`config.mk`:
```
export PLATFORM = sky130hd
export DESIGN_NAME = vhnn_queue
export DESIGN_NICKNAME = d
export VERILOG_FILES = /design/src/rtl/core/vhnn_pkg.sv /design/src/rtl/core/vhnn_queue.sv
export SDC_FILE = /design/constraint.sdc
export NUM_CORES = 1
export LEC_CHECK = 0
export ABC_CLOCK_PERIOD_IN_PS = 10050
export CAP_MARGIN = 5
export CORE_UTILIZATION = 40
export CTS_CLUSTER_DIAMETER = 200
export DETAILED_ROUTE_END_ITERATION = 8
export DONT_BUFFER_PORTS = 1
export HOLD_SLACK_MARGIN = 0.12
export PLACE_DENSITY = 0.53
export SLEW_MARGIN = 20
export SYNTH_ARGS = -nofsm -noshare
export SYNTH_HDL_FRONTEND = slang
export SYNTH_SLANG_ARGS = --single-unit
```
`constraint.sdc`:
```
create_clock -name clk -period 10.05 [get_ports clk]
set_clock_uncertainty 0.1 [all_clocks]
set_input_delay 1.005 -clock clk [delete_from_list [all_inputs] [get_ports clk]]
set_output_delay 1.005 -clock clk [all_outputs]
set_load 0.02 [all_outputs]
```
`src/rtl/core/vhnn_pkg.sv`:
```
`timescale 1ns / 1ps
// ----------------------------------------------------------------------------
// vhnn_pkg: shared types and constants of the voxel nearest-neighbor core
// Word layouts, command and status codes, register indexes and defaults.
// ----------------------------------------------------------------------------
package vhnn_pkg;

	localparam int unsigned TableSlotsDef   = 1024;
	localparam int unsigned PointsPerSlotDef = 32;
	localparam int unsigned QueueDepth       = 4;

	localparam logic [1:0] CMD_INSERT = 2'd0;
	localparam logic [1:0] CMD_QUERY  = 2'd1;
	localparam logic [1:0] CMD_EVICT  = 2'd2;
	localparam logic [1:0] CMD_NONE   = 2'd3;

	localparam logic [2:0] ST_INSERTED   = 3'd0;
	localparam logic [2:0] ST_VOXEL_FULL = 3'd1;
	localparam logic [2:0] ST_TABLE_FULL = 3'd2;
	localparam logic [2:0] ST_MATCH      = 3'd3;
	localparam logic [2:0] ST_NO_MATCH   = 3'd4;
	localparam logic [2:0] ST_EVICT_DONE = 3'd5;

	localparam logic [2:0] CFG_VOXEL_EDGE   = 3'd0;
	localparam logic [2:0] CFG_POINT_LIMIT  = 3'd1;
	localparam logic [2:0] CFG_KEEP_RADIUS  = 3'd2;
	localparam logic [2:0] CFG_MATCH_RADIUS = 3'd3;
	localparam logic [2:0] CFG_LABEL_WEIGHT = 3'd4;

	localparam logic [15:0] EdgeReset   = 16'd256;
	localparam logic [5:0]  LimitReset  = 6'd20;
	localparam logic [22:0] KeepReset   = 23'd25600;
	localparam logic [22:0] MatchReset  = 23'd256;
	localparam logic [15:0] WeightReset = 16'd256;

	typedef struct packed {
		logic [1:0]         command;
		logic signed [23:0] pos_x;
		logic signed [23:0] pos_y;
		logic signed [23:0] pos_z;
		logic [7:0]         class_label;
	} in_t;

	typedef struct packed {
		logic [2:0]         status;
		logic signed [23:0] near_x;
		logic signed [23:0] near_y;
		logic signed [23:0] near_z;
		logic [7:0]         near_label;
		logic [10:0]        removed_count;
	} out_t;

	typedef struct packed {
		logic [15:0] voxel_edge;
		logic [5:0]  point_limit;
		logic [22:0] keep_radius;
		logic [22:0] match_radius;
		logic [15:0] label_weight;
	} cfg_t;

	// A classified word as the back end consumes it.
	typedef struct packed {
		in_t                item;
		logic signed [23:0] key_x;
		logic signed [23:0] key_y;
		logic signed [23:0] key_z;
	} work_t;

	typedef struct packed {
		logic signed [23:0] x;
		logic signed [23:0] y;
		logic signed [23:0] z;
		logic [7:0]         label;
	} pt_t;

endpackage

```
`src/rtl/core/vhnn_queue.sv`:
```
`timescale 1ns / 1ps
// ----------------------------------------------------------------------------
// vhnn_queue: short queue between the front and back ends
// Holds a few classified words so that each side stalls on its own.
// ----------------------------------------------------------------------------
module vhnn_queue (
	input  logic            clk,
	input  logic            arst_n,
	input  logic            push_valid,
	output logic            push_ready,
	input  vhnn_pkg::work_t push_word,
	output logic            pop_valid,
	input  logic            pop_ready,
	output vhnn_pkg::work_t pop_word
);

	localparam int unsigned PW = $clog2(vhnn_pkg::QueueDepth);

	vhnn_pkg::work_t entry_q [vhnn_pkg::QueueDepth];
	logic [PW-1:0]   wr_ptr_q;
	logic [PW-1:0]   rd_ptr_q;
	logic [PW:0]     count_q;
	logic            do_push;
	logic            do_pop;

	assign push_ready = (count_q != (PW+1)'(vhnn_pkg::QueueDepth));
	assign pop_valid  = (count_q != '0);
	assign pop_word   = entry_q[rd_ptr_q];
	assign do_push    = push_valid && push_ready;
	assign do_pop     = pop_valid && pop_ready;

	always_ff @(posedge clk or negedge arst_n) begin
		if (!arst_n) begin
			wr_ptr_q <= '0;
			rd_ptr_q <= '0;
			count_q  <= '0;
		end else begin
			if (do_push) begin
				wr_ptr_q <= wr_ptr_q + 1'b1;
			end
			if (do_pop) begin
				rd_ptr_q <= rd_ptr_q + 1'b1;
			end
			if (do_push && !do_pop) begin
				count_q <= count_q + 1'b1;
			end else if (!do_push && do_pop) begin
				count_q <= count_q - 1'b1;
			end
		end
	end

	always_ff @(posedge clk) begin
		if (do_push) begin
			entry_q[wr_ptr_q] <= push_word;
		end
	end

endmodule

```
* Word-level counts from Yosys, hierarchy flattened *
Memories as Yosys holds them, arrays and structs flattened.
Cells that the tools add are included.

word-level totals
  bits in registers = 7
  latch bits = 0
  memory bits (writable) = 616
  bits in read-only memories = 0
  bits of input ports = 158
  output and inout bits = 156
  word-level logic and storage cells = 21
  memories kept = 1

memory list
  name     depth  width  rd ports  clocked after memory_dff  wr ports  line              source
  entry_q  4      154    1         0                         1         vhnn_queue.sv:19  vhnn_pkg::work_t entry_q [vhnn_pkg::QueueDepth];

operators by class
  $add $sub $neg = 4
  $mul = 0
  div/mod/pow operators = 0
  order comparisons = 0
  equality and inequality tests = 1
  shift-type cells = 0
  multiplexer cells = 4
  bitwise logic cells = 0
  reduce and logical (&&, ||, !) cells = 8

operators with widths
  cell                   number
  $mux W3                2
  $add A2 B1 Y2 const B  2
  $logic_and A1 B1 Y1    4
  $add A3 B1 Y3 const B  1
  $ne A3 B3 Y1 const B   1
  $reduce_bool A3 Y1     1
  $sub A3 B1 Y3 const B  1
  $logic_not A1 Y1       2
  $mux W1                2
  $reduce_bool A2 Y1     1

* Longest topological paths before layout *
  depth in word-level cells = 6
  mapped depth = 8
  mapped depth without buffers = 8

* Worst setup path before layout *
OpenSTA, ideal clock, no wires.

  path kind = input port to flip-flop
  start point = input push_valid
  end point = memory entry_q[0][0] (netlist name), enable pin
  library setup time = 532 ps
  arrival = 4835 ps
  data required time = 9418 ps
  setup slack = 4583 ps
  stages = 2
  buffers on the path = 0
  path through = a21boi_2 > and2_1

between the ends
  longest elaborated chain between the ends = 3

ends and longest elaborated chain
  element                        line              source
  start, declared                vhnn_queue.sv:9   input logic push_valid,
  $logic_and A1 B1 Y1            vhnn_queue.sv:29  assign do_push = push_valid && push_ready;
  $mux W1                        vhnn_queue.sv:53  if (do_push) begin
  $mux W1 (not written as such)  vhnn_queue.sv:54  entry_q[wr_ptr_q] <= push_word;
  end, declared                  vhnn_queue.sv:19

Every way passes these cells.

==> results.cfg <==
[synthesis]
synth-compound-area-share_pct = 0.04950
synth_top_area_share_pct = 81.31
synth_xor_area_share_pct = 0.2310
synth_top_family_by_area = multiplexers
yosys_warnings = 0
synth_top_cell_by_area = edfxtp_1
synthTopCellsByArea = edfxtp_1, mux4_2, buf_12
synth_nets = 1004
async_flop_share_pct = 1.124
synthSimpleGateAreaFrac_pct = 0.2255
ys_ff_latch = 623
synthAdderAreaFrac_pct = 0.3630
synth_edf_count = 616
synthMuxAreaShare_pct = 15.34
postSynthCellCount = 840
syn_area_um2 = 22750
synth.distinct_cells = 20
synth_flop_cell = edfxtp_1
synth.avg_cell_area_um2 = 27.08
seq_area_frac_synth_pct = 82.08

[route]
wl_per_cell_um = 25.86
drt_first_pass_iters = 4
drt_iter0_markers = 417
drc = 0
drt_wl_total_um = 43680
via_per_inst = 5.211
vias = 8801
ant_nets = 0

[floorplan]
io_pins = 314
coreArea_um2 = 56280
die-area_um2 = 57830
die_y_um = 240.5
fp-row-count = 87
dieWidth_um = 240.5
start_util_pct = 40.43

[timing]
period_share_pct = 40.08
fin_tns_setup_ns = 0
period_needed_ns = 4.028
whs_ns = 0.4087
slew_violations = 0
fin_ws_ns = 6.022
tightest_slew_ns = 1.081
hold_viol_final = 0
setup_viol = 0
maxSlewHeadroom_pct = 27.90
rsz0062_at_grt = false
fmax_ghz = 0.2483

[placement]
dp.cells = 1573
dp_hpwl_um = 24350
numPortBuffers = 0
gp_congestion = 0.6501
place_area_um2 = 23440
place_ws_ns = 5.622

[layout]
final_cell_mix = edfxtp_1, mux4_2, clkbuf_16
layout_commonest_cell = edfxtp_1
finalNetCount = 1050
final_cells = 1689
insertedDiodeCount = 0
post-route-util_pct = 45.27
drive_gt1_share_pct = 28.08
stdcell_area_um2 = 25480
area_delta_synth_final_pct = 11.98

[setup_path]
end_kind = output port
rrSetupSlack_ns = 6.30
crit_required_ns = 8.95
critPathKind = flop to output port
critPathArrivalTime_ns = 2.92
critPathLaunchType = flop
cp_max_fo = 42

[job]
maxCapViolCount = 0

[clock_tree]
h-tree-depth = 3
cts-buffers-inserted = 66
clock_latency_ns = 0.58
clock_sinks = 623
clkTransAtPathRegs_ns = 0.06
clockRootBuffer = clkbuf_16
cts_tree = yes
cts_buffer_depth = 3
ctsResizeCount = 0

[global_routing]
antenna_found_initial = 2
gr-usage-all-layers_pct = 15.15
grt-busiest-layer = met2
grt_max_degree = 91
grt_pass1_vias = 9387
overflow = 0
use_met3_pct = 7.945
grt_pass1_wl_um = 62690
met2_usage_pct = 23.26
grt_use_met1_pct = 18.02

[power_and_ir_drop]
worst_ir_drop_vdd_uv = 176.7
total_power_mw = 8.070
leakage_nw = 7.867
power.density_nw_per_um2 = 316.8

[outcome]
run_status = completed

[worst_hold_path]
hold_class = input port to flop
-- metal layers --
| layer | up-vias | wire [um] |
|---|---|---|
| met5 | - | 25 |
| met3 | 75 | 4954 |
| li1 | 3741 | - |
| met4 | 4 | 1144 |
| met2 | 265 | 20790 |
| met1 | 4716 | 16760 |
-- what timing repair did --
item,CTS,global route
setup buffers,0,0
hold endpoints to repair,7,0
hold buffers,1,0
-- path summary, 6_finish.rpt --
path                                                   to  depth (start not counted)                     from
worst max-delay path                         pop_word[85]                          2  rd_ptr_q[0]$_DFFE_PN0P_
worst min-delay path             entry_q[1][33]$_DFFE_PP_                          0            push_word[33]
worst max register to register  entry_q[2][106]$_DFFE_PP_                          5   count_q[0]$_DFFE_PN0P_
worst min register to register     count_q[2]$_DFFE_PN0P_                          1   count_q[2]$_DFFE_PN0P_
max in group asynchronous         rd_ptr_q[0]$_DFFE_PN0P_                          1                   arst_n
min in group asynchronous          count_q[2]$_DFFE_PN0P_                          1                   arst_n
-- worst max-delay path: stages (launching register included) --
cell	delay (ns)
dfrtp_4	0.78
buf_4	0.80
mux4_2	0.70
-- area by class of cell --
class	instances	area (um2)
Clock buffer	84	1783
Clock inverter	31	244.0
Fill cell	4681	30800
Inverter	3	11.26
Multi-Input combinational cell	179	3699
Sequential cell	623	18680
Tap cell	756	945.9
Timing Repair Buffer	13	112.6
-- sequential cells by signal, indices dropped and copies added (netlist names) --
name	cells
wr_ptr_q	2
entry_q	616
count_q	3
rd_ptr_q	2
-- logic make-up after synthesis --
kind of cell	Yosys count
flip-flops	623
multiplexers	156
buffers and inverters	38
AND/OR/NAND/NOR	10
XOR/XNOR	6
adder cells (fa/ha/maj)	6
AO/OA/AOI/OAI	1
-- Yosys cell counts, drive strengths merged, types with 2 or more instances --
master	count
xnor2	4
nand2	2
mux4	154
edfxtp	616
and2	4
dfrtp	7
mux2	2
inv	3
clkbuf	2
nor2	2
buf	33
ha	5
xor2	2
-- where the power goes --
group          internal (mW)  switching, mW  leakage, nW
clock network           1.31          0.958        0.976
registers               3.44          0.169         5.72
logic                  0.737           1.46         1.17
(Power assumes the default switching activity.)
