<file path="src/rtl/core/vhnn_pkg.sv">
`timescale 1ns / 1ps
// ----------------------------------------------------------------------------
// vhnn_pkg: shared types and constants of the voxel nearest-neighbor core
// Word layouts, command and status codes, register indexes and defaults.
// ----------------------------------------------------------------------------
package vhnn_pkg;

	localparam int unsigned TableSlotsDef   = 1024;
	localparam int unsigned PointsPerSlotDef = 32;
	localparam int unsigned QueueDepth       = 4;

	localparam logic [1:0] CMD_INSERT = 2'd0;
	localparam logic [1:0] CMD_QUERY  = 2'd1;
	localparam logic [1:0] CMD_EVICT  = 2'd2;
	localparam logic [1:0] CMD_NONE   = 2'd3;

	localparam logic [2:0] ST_INSERTED   = 3'd0;
	localparam logic [2:0] ST_VOXEL_FULL = 3'd1;
	localparam logic [2:0] ST_TABLE_FULL = 3'd2;
	localparam logic [2:0] ST_MATCH      = 3'd3;
	localparam logic [2:0] ST_NO_MATCH   = 3'd4;
	localparam logic [2:0] ST_EVICT_DONE = 3'd5;

	localparam logic [2:0] CFG_VOXEL_EDGE   = 3'd0;
	localparam logic [2:0] CFG_POINT_LIMIT  = 3'd1;
	localparam logic [2:0] CFG_KEEP_RADIUS  = 3'd2;
	localparam logic [2:0] CFG_MATCH_RADIUS = 3'd3;
	localparam logic [2:0] CFG_LABEL_WEIGHT = 3'd4;

	localparam logic [15:0] EdgeReset   = 16'd256;
	localparam logic [5:0]  LimitReset  = 6'd20;
	localparam logic [22:0] KeepReset   = 23'd25600;
	localparam logic [22:0] MatchReset  = 23'd256;
	localparam logic [15:0] WeightReset = 16'd256;

	typedef struct packed {
		logic [1:0]         command;
		logic signed [23:0] pos_x;
		logic signed [23:0] pos_y;
		logic signed [23:0] pos_z;
		logic [7:0]         class_label;
	} in_t;

	typedef struct packed {
		logic [2:0]         status;
		logic signed [23:0] near_x;
		logic signed [23:0] near_y;
		logic signed [23:0] near_z;
		logic [7:0]         near_label;
		logic [10:0]        removed_count;
	} out_t;

	typedef struct packed {
		logic [15:0] voxel_edge;
		logic [5:0]  point_limit;
		logic [22:0] keep_radius;
		logic [22:0] match_radius;
		logic [15:0] label_weight;
	} cfg_t;

	// A classified word as the back end consumes it.
	typedef struct packed {
		in_t                item;
		logic signed [23:0] key_x;
		logic signed [23:0] key_y;
		logic signed [23:0] key_z;
	} work_t;

	typedef struct packed {
		logic signed [23:0] x;
		logic signed [23:0] y;
		logic signed [23:0] z;
		logic [7:0]         label;
	} pt_t;

endpackage

</file>
<file path="src/rtl/core/vhnn_front.sv">
`timescale 1ns / 1ps
// ----------------------------------------------------------------------------
// vhnn_front: command intake and voxel key quantizer
// Accepts a word, drops the unused command code and divides the three
// coordinates by the voxel edge, one quotient bit per cycle, toward zero.
// ----------------------------------------------------------------------------
module vhnn_front (
	input  logic            clk,
	input  logic            arst_n,
	input  logic [15:0]     voxel_edge,
	input  logic            in_valid,
	output logic            in_ready,
	input  vhnn_pkg::in_t   in_word,
	output logic            push_valid,
	input  logic            push_ready,
	output vhnn_pkg::work_t push_word
);

	typedef enum logic [1:0] {F_IDLE, F_DIV, F_PUSH} fstate_t;

	fstate_t        state_q;
	vhnn_pkg::in_t  item_q;
	logic [4:0]     step_q;
	logic [15:0]    div_q;
	logic [23:0]    mag_q [3];
	logic [15:0]    rem_q [3];
	logic [23:0]    quo_q [3];
	logic [23:0]    in_pos [3];
	logic [23:0]    key_pos [3];
	logic [16:0]    trial [3];
	logic [15:0]    rem_nx [3];
	logic           qbit [3];
	logic [23:0]    key [3];

	assign in_pos[0]  = in_word.pos_x;
	assign in_pos[1]  = in_word.pos_y;
	assign in_pos[2]  = in_word.pos_z;
	assign key_pos[0] = item_q.pos_x;
	assign key_pos[1] = item_q.pos_y;
	assign key_pos[2] = item_q.pos_z;

	always_comb begin
		for (int l = 0; l < 3; l++) begin
			trial[l] = {rem_q[l], mag_q[l][23]};
			if (trial[l] >= {1'b0, div_q}) begin
				rem_nx[l] = 16'(trial[l] - {1'b0, div_q});
				qbit[l]   = 1'b1;
			end else begin
				rem_nx[l] = trial[l][15:0];
				qbit[l]   = 1'b0;
			end
			key[l] = key_pos[l][23] ? (~quo_q[l] + 24'd1) : quo_q[l];
		end
	end

	assign in_ready          = (state_q == F_IDLE);
	assign push_valid        = (state_q == F_PUSH);
	assign push_word.item    = item_q;
	assign push_word.key_x   = key[0];
	assign push_word.key_y   = key[1];
	assign push_word.key_z   = key[2];

	always_ff @(posedge clk or negedge arst_n) begin
		if (!arst_n) begin
			state_q <= F_IDLE;
			step_q  <= '0;
		end else begin
			case (state_q)
				F_IDLE: begin
					if (in_valid && in_word.command != vhnn_pkg::CMD_NONE) begin
						state_q <= F_DIV;
						step_q  <= '0;
					end
				end
				F_DIV: begin
					step_q <= step_q + 5'd1;
					if (step_q == 5'd23) begin
						state_q <= F_PUSH;
					end
				end
				F_PUSH: begin
					if (push_ready) begin
						state_q <= F_IDLE;
					end
				end
				default: state_q <= F_IDLE;
			endcase
		end
	end

	// Datapath registers carry no reset.
	always_ff @(posedge clk) begin
		if (state_q == F_IDLE) begin
			item_q <= in_word;
			div_q  <= (voxel_edge == 16'd0) ? 16'd1 : voxel_edge;
			for (int l = 0; l < 3; l++) begin
				mag_q[l] <= in_pos[l][23] ? (~in_pos[l] + 24'd1) : in_pos[l];
				rem_q[l] <= '0;
				quo_q[l] <= '0;
			end
		end else if (state_q == F_DIV) begin
			for (int l = 0; l < 3; l++) begin
				mag_q[l] <= {mag_q[l][22:0], 1'b0};
				rem_q[l] <= rem_nx[l];
				quo_q[l] <= {quo_q[l][22:0], qbit[l]};
			end
		end
	end

endmodule

</file>
<file path="config.mk">
export PLATFORM = sky130hd
export DESIGN_NAME = vhnn_front
export DESIGN_NICKNAME = d
export VERILOG_FILES = /design/src/rtl/core/vhnn_pkg.sv /design/src/rtl/core/vhnn_front.sv
export SDC_FILE = /design/constraint.sdc
export NUM_CORES = 1
export LEC_CHECK = 0
export ABC_AREA = 1
export BUFFER_PORTS_ARGS = -buffer_cell sky130_fd_sc_hd__buf_2
export CORE_MARGIN = 3
export CORE_UTILIZATION = 50
export DETAILED_ROUTE_END_ITERATION = 16
export GPL_TIMING_DRIVEN = 1
export PLACE_DENSITY = 0.79
export SKIP_LAST_GASP = 1
export SLEW_MARGIN = 20
export SYNTH_ARGS = -nofsm -noshare
export SYNTH_HDL_FRONTEND = slang
export SYNTH_SLANG_ARGS = --single-unit
</file>
<file path="constraint.sdc">
create_clock -name clk -period 12.52 [get_ports clk]
set_input_delay 1.252 -clock clk [delete_from_list [all_inputs] [get_ports clk]]
set_output_delay 1.252 -clock clk [all_outputs]
set_load 0.03 [all_outputs]
</file>
Word-level counts from Yosys, hierarchy flattened
Memories as Yosys holds them, arrays and structs flattened.
Index checks and enable logic that the tools add are counted.
- add/subtract/negate cells: 10
- magnitude comparators: 3
- equality and inequality tests: 7
- muxes and demuxes: 32
- bitwise operators: 15
- reductions and logical operators: 6
- operator list (operator ; number):
    two-way mux 24 bit ; 12
    adder 24 x 1 -> 24 bit, second input constant ; 6
    inverter 24 bit ; 6
    two-way mux 16 bit ; 6
    greater-or-equal comparator 17 x 16 -> 1 bit ; 3
    subtractor 16 bit ; 3
    logical NOT 16 bit ; 1
    one-hot mux 5 bit (2 select lines) ; 1
    bitwise OR 1 bit ; 9
    two-way mux 1 bit ; 8
    two-way mux 2 bit ; 3
    one-hot mux 2 bit (3 select lines) ; 1
    adder 5 x 1 -> 5 bit, second input constant ; 1
    == test 5 bit, second input constant ; 1
    two-way mux 5 bit ; 1
    inequality test 2 x 1 -> 1 bit, second input constant ; 2
    inequality test 2 bit, second input constant ; 2
    AND reduction 3 bit ; 1
    == test 2 x 1 -> 1 bit, second input constant ; 1
    == test 2 bit, second input constant ; 1
    logical NOT 2 bit ; 1
    AND reduction 2 bit ; 1
    nonzero test 2 bit ; 1
    logical AND 1 bit ; 1
- register bits: 105
- bits in writable memories: 192
- bits of input ports: 102
- output and inout bits: 156
- word-level logic and storage cells: 84
- memories: 3
- memories (memory ; depth ; bits a word ; rd ports ; clocked after Yosys merged registers in ; wr ports ; RTL line ; RTL):
    mag_q ; 3 ; 24 ; 3 ; 0 ; 3 ; vhnn_front.sv:25 ; logic [23:0] mag_q [3];
    quo_q ; 3 ; 24 ; 3 ; 0 ; 3 ; vhnn_front.sv:27 ; logic [23:0] quo_q [3];
    rem_q ; 3 ; 16 ; 3 ; 0 ; 3 ; vhnn_front.sv:26 ; logic [15:0] rem_q [3];

Longest topological paths before layout
Gate-level depths: netlist of the first run.
- depth in word-level cells: 5
- depth in mapped cells: 15
- gate-level depth less buffers: 14

Worst setup path after synthesis of the first run
Ideal clock, no wire load.
- path kind: register -> output
- start: register state_q[1]
- end: output port push_valid
- arrival: 5099 ps
- data required time: 11268 ps
- path slack: 6169 ps
- stages on the path, launching flop included: 3
- path buffers: 0
- path through: dfrtp_1 inv_1 nor2_1
- word-level cells in the longest chain between the ends: 1
- RTL lines (element ; RTL line ; RTL):
    from (decl) ; vhnn_front.sv:21 ; fstate_t state_q;
    from (signal assigned) ; vhnn_front.sv:65 ; state_q <= F_IDLE;
    from (signal assigned) ; vhnn_front.sv:71 ; state_q <= F_DIV;
    from (signal assigned) ; vhnn_front.sv:78 ; state_q <= F_PUSH;
    == test 2 bit ; vhnn_front.sv:57 ; assign push_valid = (state_q == F_PUSH);
    to (decl) ; vhnn_front.sv:14 ; output logic push_valid,
No other way between the ends.

==> results.tsv, run 1 <==
metric	value	unit
grt_pass1_wl	76.0	mm
finalCritPeriodShare	30.2	%
ioPinCount	258	
die_area	38200	um2
hold_viol	0	
ys_top_cells_by_area	edfxtp_1, nand2_1, nor2_1	
setup_viol	0	
grt_setup_unrepaired	false	
grt_pass1_vias	15000	
cts_resized	0	
avgSynthCellArea	8.32	um2
fin_util	59.3	%
crit_path_top_delay_cell	edfxtp_1	
synth_top_area_cell	edfxtp_1	
synth.top_cell.area_share	48.6	%
fmax	0.264	GHz
p_leak	9.90	nW
fin_setup_tns	0	ns
async_reset_ff_share	2.36	%
synth-edff-count	290	
final_nets	2550	
slowest_delay	0.42	ns
die_y	195	um
skew	0.0150	ns
yosys-top-cells-count	nand2_1, nor2_1, edfxtp_1	
cts-root-buf	clkbuf_16	
dr.pass1.iters	6	
ctsHoldBuffers	0	
cp.arrival	2.53	ns
maxCapViolCount	0	
timing.final.crit_period	3.78	ns
syn2layout_area_growth	15.7	%
netlist_instances	2156	
cts_buffer_depth	3	
grt_max_degree	120	
clock-sinks	297	
cts_tree	yes	
grt_use_total	24.3	%
ys_warn_count	0	
ys_seq_elements	297	
htreeDepth	2	
endpoint_kind	output pin	
fillers	3042	
grt-ovfl-total	0	
worst_ep_required_time	11.27	ns
worstSetupPathType	flop to output pin	
drc	0	
max-vdd-ir-drop	0.202	mV
port_buffers	257	
clk_pin_slew	0.06	ns
p_per_area	267	nW/um2
synth_cell_types	49	
cp_max_fo	4	
hpwl	34.1	mm
startpoint_type	flop	
crit_chain	inv_1 > ha_1 > nand3_1 > nor2_1 > nand2_1 > nor2_1 > nand2_1 > nand2_1 > nand2_1 > nor2_1 > nand2_1 > nand2_1 > buf_2	
multiInputGateArea	7710	um2
crit_top_cell	nand2_1	
synth_area	17900	um2
drt-initial-drc-count	1038	
rows	68	
instances_no_fill	2878	
drv_slew	0	
synth.most_common_cell	nand2_1	
vias	15300	
clock_latency	0.56	ns
syn-num-nets	2316	
cts_setup_buffers	0	
status	finished, final reports clean	
die_w	195	um
drive_gt1_share	15.0	%
yosysSeqAreaShare	49.5	%
synth-main-ff-cell	edfxtp_1	
core	35000	um2
worst_pin_slew	1.01	ns
dpl.cell_count	2807	
antenna_found_initial	8	
max_slew_margin	32.4	%
routed_wirelength	46.9	mm
initial_core_util	51.3	%
via_per_inst	5.31	
hp-class	primary input to async pin	
place.gp.congestion	0.964	
regArea	8880	um2
numCtsBuffers	36	
post_drt_wl_per_cell	16.3	um
ant_nets	0	
==> layer usage <==
layer	global-route usage (%)	vias up	share of wire, %
met3	4.68	124	7.0
li1	-	7465	-
met5	0	-	0.092
met4	11.4	6	4.3
met2	39.3	590	47
met1	31.8	7103	42
==> worst max-delay path: cells and delay by family, from the launching register on <==
kind / cells / cell delay (ns)
fa+ha+maj: 1 / 0.19
simple gates: 10 / 1.04
flops: 1 / 0.42
buf+inv: 2 / 0.31
==> per-stage QoR <==
step                power (mW)  instance area, um2  hold slack, ns  worst slack [ns]
finish                    5.54               20700           0.516              8.74
global route              5.96               20700           0.514              8.49
CTS                       5.55               20700           0.497              8.72
detailed placement        4.47               19500           0.503              9.36
global placement          4.40               19500           0.497              9.45
floorplan                 3.81               17900           0.490              6.17
==> logic make-up (layout without fill, tap and decap cells) <==
family                     Yosys count  in the layout  share of synthesized area, %
AOI/OAI and AO/OA                  169            169                          5.25
xor gates and xnor gates           121            121                          5.91
buffers and inverters              338            600                          7.53
other                                0              5                             0
and+or+nand+nor                   1173           1173                          27.6
DFF                                297            297                          49.5
adders and majority gates           58             58                          4.17
==> final cells by class <==
type                            count  area share, %
Antenna cell                        5         0.0603
Clock buffer                       43           4.57
Clock inverter                     23           1.24
Inverter                          271           4.96
Multi-Input combinational cell   1521           37.2
Sequential cell                   297           42.8
Tap cell                          455           2.74
Timing Repair Buffer              263           6.42
==> sequential cells by signal (all words and copies together) (netlist names) <==
| name | count |
|---|---|
| div_q | 16 |
| rem_q | 48 |
| push_word | 82 |
| quo_q | 72 |
| state_q | 2 |
| step_q | 5 |
| mag_q | 72 |
==> where the power goes <==
group	switching (mW)	internal [mW]
Combinational	1.81	0.835
Sequential	0.208	1.62
Clock	0.433	0.630
Total	2.45	3.09
==> layout by cell type (no fill, tap or decap), types with 16 or more instances in the layout <==
master / synthesis / routed
nand2_1: 579 / 579
nor2_1: 353 / 352
edfxtp_1: 290 / 290
inv_1: 265 / 264
buf_2: 21 / 257
nand3_1: 120 / 120
xor2_1: 103 / 103
o21ai_0: 79 / 79
ha_1: 55 / 55
a21oi_1: 53 / 53
clkbuf_16: 0 / 37
nand3b_1: 34 / 34
nand4_1: 28 / 28
xnor2_1: 18 / 18
nor3_1: 16 / 16
==> path summary, 6_finish.rpt <==
path	endpoint	start	slack, ns	depth (start not counted)
max	push_word[42]	quo_q[0][24]$_SDFFCE_PN0P_	8.74	13
min	step_q[4]$_DFFE_PN0P_	arst_n	0.52	1
max reg2reg	quo_q[0][0]$_SDFFCE_PN0P_	div_q[11]$_SDFFCE_PN0P_	9.64	12
min reg2reg	mag_q[0][70]$_DFFE_PP_	mag_q[0][69]$_DFFE_PP_	0.52	2
max in group asynchronous	state_q[1]$_DFFE_PN0P_	arst_n	11.85	1
min in group clk	mag_q[0][70]$_DFFE_PP_	mag_q[0][69]$_DFFE_PP_	0.52	2
(Power assumes the default switching activity.)
==> run 2, diff against run 1 <==
--- a/config.mk
+++ b/config.mk
@@ -5,13 +5,13 @@
 export SDC_FILE = /design/constraint.sdc
 export NUM_CORES = 1
 export LEC_CHECK = 0
-export ABC_AREA = 1
+export ABC_AREA = 0
 export BUFFER_PORTS_ARGS = -buffer_cell sky130_fd_sc_hd__buf_2
 export CORE_MARGIN = 3
 export CORE_UTILIZATION = 50
 export DETAILED_ROUTE_END_ITERATION = 16
 export GPL_TIMING_DRIVEN = 1
-export PLACE_DENSITY = 0.79
+export PLACE_DENSITY = 0.8
 export SKIP_LAST_GASP = 1
 export SLEW_MARGIN = 20
 export SYNTH_ARGS = -nofsm -noshare
==> constraint.sdc (replaced) <==
create_clock -name clk -period 3.7 [get_ports clk]
set_input_delay 0.37 -clock clk [delete_from_list [all_inputs] [get_ports clk]]
set_output_delay 0.37 -clock clk [all_outputs]
set_load 0.03 [all_outputs]
==> results.tsv, run 2 <==
metric	value	unit	change
async_reset_ff_share	2.36	%	unchanged
p_leak	7.69	nW	-22%
hp-class	primary input to flop		
grt_setup_unrepaired	false		
fin_setup_tns	0	ns	unchanged
synth_top_area_cell	edfxtp_1		
skew	0.0246	ns	+0.00957 ns
htreeDepth	2		unchanged
ys_top_cells_by_area	edfxtp_1, xnor2_1, ha_1		
via_per_inst	5.69		+7.2%
worstSetupPathType	flop to output pin		
holdPathStages	1		
ant_nets	0		unchanged
grt_pass1_wl	62.5	mm	-18%
place.gp.congestion	0.908		-5.8%
drv_slew	0		unchanged
antenna_found_initial	2		-6
drive_gt1_share	21.9	%	+6.9 points
die_area	34800	um2	-8.9%
grt-ovfl-total	0		unchanged
clock-sinks	297		unchanged
synth-edff-count	290		unchanged
max_slew_margin	27.3	%	-5.1 points
port_buffers	257		unchanged
cts-root-buf	clkbuf_16		
synth.most_common_cell	edfxtp_1		
dr.pass1.iters	5		-1
cp_max_fo	4		unchanged
ys_warn_count	0		unchanged
die_w	186	um	-4.6%
initial_core_util	51.2	%	-0.074 points
fin_util	60.4	%	+1.1 points
max-vdd-ir-drop	0.646	mV	+220%
r2r-start	div_q[1]$_SDFFCE_PN0P_		
grt_max_degree	193		+61%
avgSynthCellArea	11.1	um2	+33%
syn-num-nets	1633		-29%
mostFrequentLayoutCell	edfxtp_1		
cp-startpoint	quo_q[0][32]$_SDFFCE_PN0P_		
p_per_area	983	nW/um2	+270%
setup_viol	0		unchanged
largest_register_ffs	82		unchanged
numCtsBuffers	34		-5.6%
min_to	push_word[75]$_DFFE_PP_		
clock_latency	0.52	ns	-0.04 ns
synth_top_family_by_area	compound AO/OA/AOI/OAI gates		
fmax	0.291	GHz	
rrSetupSlack	0.39	ns	-9.25 ns
final_cell_mix	edfxtp_1, buf_2, nand2_1		
synthAdderAreaFrac	4.59	%	+0.42 points
power_frac_seq	34.5	%	+1.4 points
synth-main-ff-cell	edfxtp_1		
rows	65		-4.4%
synth_area	16300	um2	-9.2%
synth-simple-area-share	14.2	%	-13 points
cts_setup_buffers	0		unchanged
worst_r2r_endpoint	rem_q[0][34]$_SDFFCE_PN0P_		
netlist_instances	1473		-32%
p_clk_share	16.4	%	-2.8 points
maxCapViolCount	0		unchanged
p_sw_share	42.3	%	-1.9 points
ys_seq_elements	297		unchanged
ff2ff_path_depth	10		-2
syn2layout_area_growth	17.9	%	
grt_use_total	21.5	%	-2.9 points
hold_path.startpoint	in_word[3]		
p_sw	7.98	mW	+230%
synthXorXnorAreaFrac	8.17	%	+2.3 points
cp.arrival	3.07	ns	+0.54 ns
grt_pass1_vias	12200		-19%
drc	0		unchanged
fillers	2556		-16%
routed_wirelength	38.3	mm	-18%
hpwl	26.8	mm	-22%
vias	12300		-19%
status	finished, final reports clean		
endpoint_kind	output pin		
holdWs	0.0254	ns	-0.491 ns
fin_ws	0.260	ns	-8.48 ns
ioPinCount	258		unchanged
comb_power_share	49.1	%	+1.4 points
drt-initial-drc-count	915		-12%
die_y	186	um	-4.6%
synth_cell_types	68		+39%
yosys-mux-area-fraction	1.11	%	+1.1 points
worst_pin_slew	1.09	ns	+0.0761 ns
synth-compound-area-share	14.5	%	+9.2 points
cts_tree	yes		
final_nets	1867		-27%
timing.final.crit_period	3.44	ns	
worst_ep_required_time	3.33	ns	-7.94 ns
hold_viol	0		unchanged
yosys-top-cells-count	edfxtp_1, nand2_1, o21ai_0		
core	31800	um2	-9.1%
startpoint_type	flop		
synth.top_cell.area_share	53.5	%	+4.9 points
finalCritPeriodShare	93.0	%	
post_drt_wl_per_cell	17.7	um	+8.4%
cts_buffer_depth	3		unchanged
p_int	10.9	mW	+250%
yosysSeqAreaShare	54.5	%	+5.0 points
pre_cts_ws	0.384	ns	-8.97 ns
clk_pin_slew	0.05	ns	about the same
==> run 2: cell count changes after synthesis, sizes merged, moves of 24 or more <==
cell,change
inv,-218
and2,+63
xor2,-30
nand2,-437
nand3,-93
clkbuf,+24
nor2,-278
o31ai,+37
xnor2,+61
o21ai,+58
nand3b,-29
==> run 2: worst max path at each step <==
stage / slack [ns] / depth (start not counted) / endpoint
2_1_floorplan: -0.59 / 2 / push_valid
3_3_place_gp: 0.56 / 10 / rem_q[0][38]$_SDFFCE_PN0P_
3_5_place_dp: 0.38 / 10 / rem_q[0][47]$_SDFFCE_PN0P_
4_1_cts: 0.20 / 7 / push_word[68]
5_1_grt: 0.10 / 7 / push_word[42]
6_report: 0.26 / 6 / push_word[43]
==> run 2: power by group through the flow <==
stage / sequential, mW / combinational (mW) / clock (mW)
after floorplan: 6.68 / 6.84 / 0
after global placement: 6.49 / 8.91 / 0
after detailed placement: 6.54 / 9.21 / 0
after CTS: 6.50 / 9.25 / 3.15
after global routing: 6.68 / 10.2 / 3.30
final: 6.51 / 9.27 / 3.10
==> run 2: layout make-up <==
type                    count  area (um2)  area share [%]
multi-input cells        1055        7130            37.1
inverters                  51         195            1.02
diodes                      1        2.50          0.0130
well taps                 435         544            2.83
repair buffers            268        1430            7.47
clock buffers              47         941            4.90
clock inverters            12        71.3           0.371
flip-flops and latches    297        8880            46.3
==> run 2: critical path, stage by stage, from the launching register on <==
cell and delay [ns]:
edfxtp_1 0.43, or4_1 0.57, or3_1 0.43, or3_1 0.40, o41ai_1 0.36, xnor2_1 0.17, buf_2 0.22
==> run 2: per-stage QoR <==
step | total power, mW | instance area (um2) | cells
6_report | 18.9 | 19200 | 2166
5_1_grt | 20.1 | 19200 | 2165
4_1_cts | 18.9 | 19200 | 2165
3_5_place_dp | 15.7 | 18200 | 2105
3_3_place_gp | 15.4 | 18200 | 2105
2_1_floorplan | 13.5 | 16600 | 1473
==> run 2: what timing repair did <==
item                                    CTS  global route
gates resized for setup                   0             1
hold buffers                              1             0
endpoints found under the setup margin    0             4
hold endpoints to repair                  7             0
==> run 2: layer usage <==
layer	global-route usage (%)	routed length (um)
met2	35.4	18100
met3	5.37	3120
met4	6.16	927
met1	28.4	16100
met5	0	23
==> run 2: cell families (layout without fill, tap and decap cells) <==
family,Yosys count,in the layout
adders and majority gates,58,58
muxes,18,18
xor gates and xnor gates,152,152
DFF,297,297
other,0,1
buffers and inverters,121,378
and+or+nand+nor,461,461
AOI/OAI and AO/OA,366,366
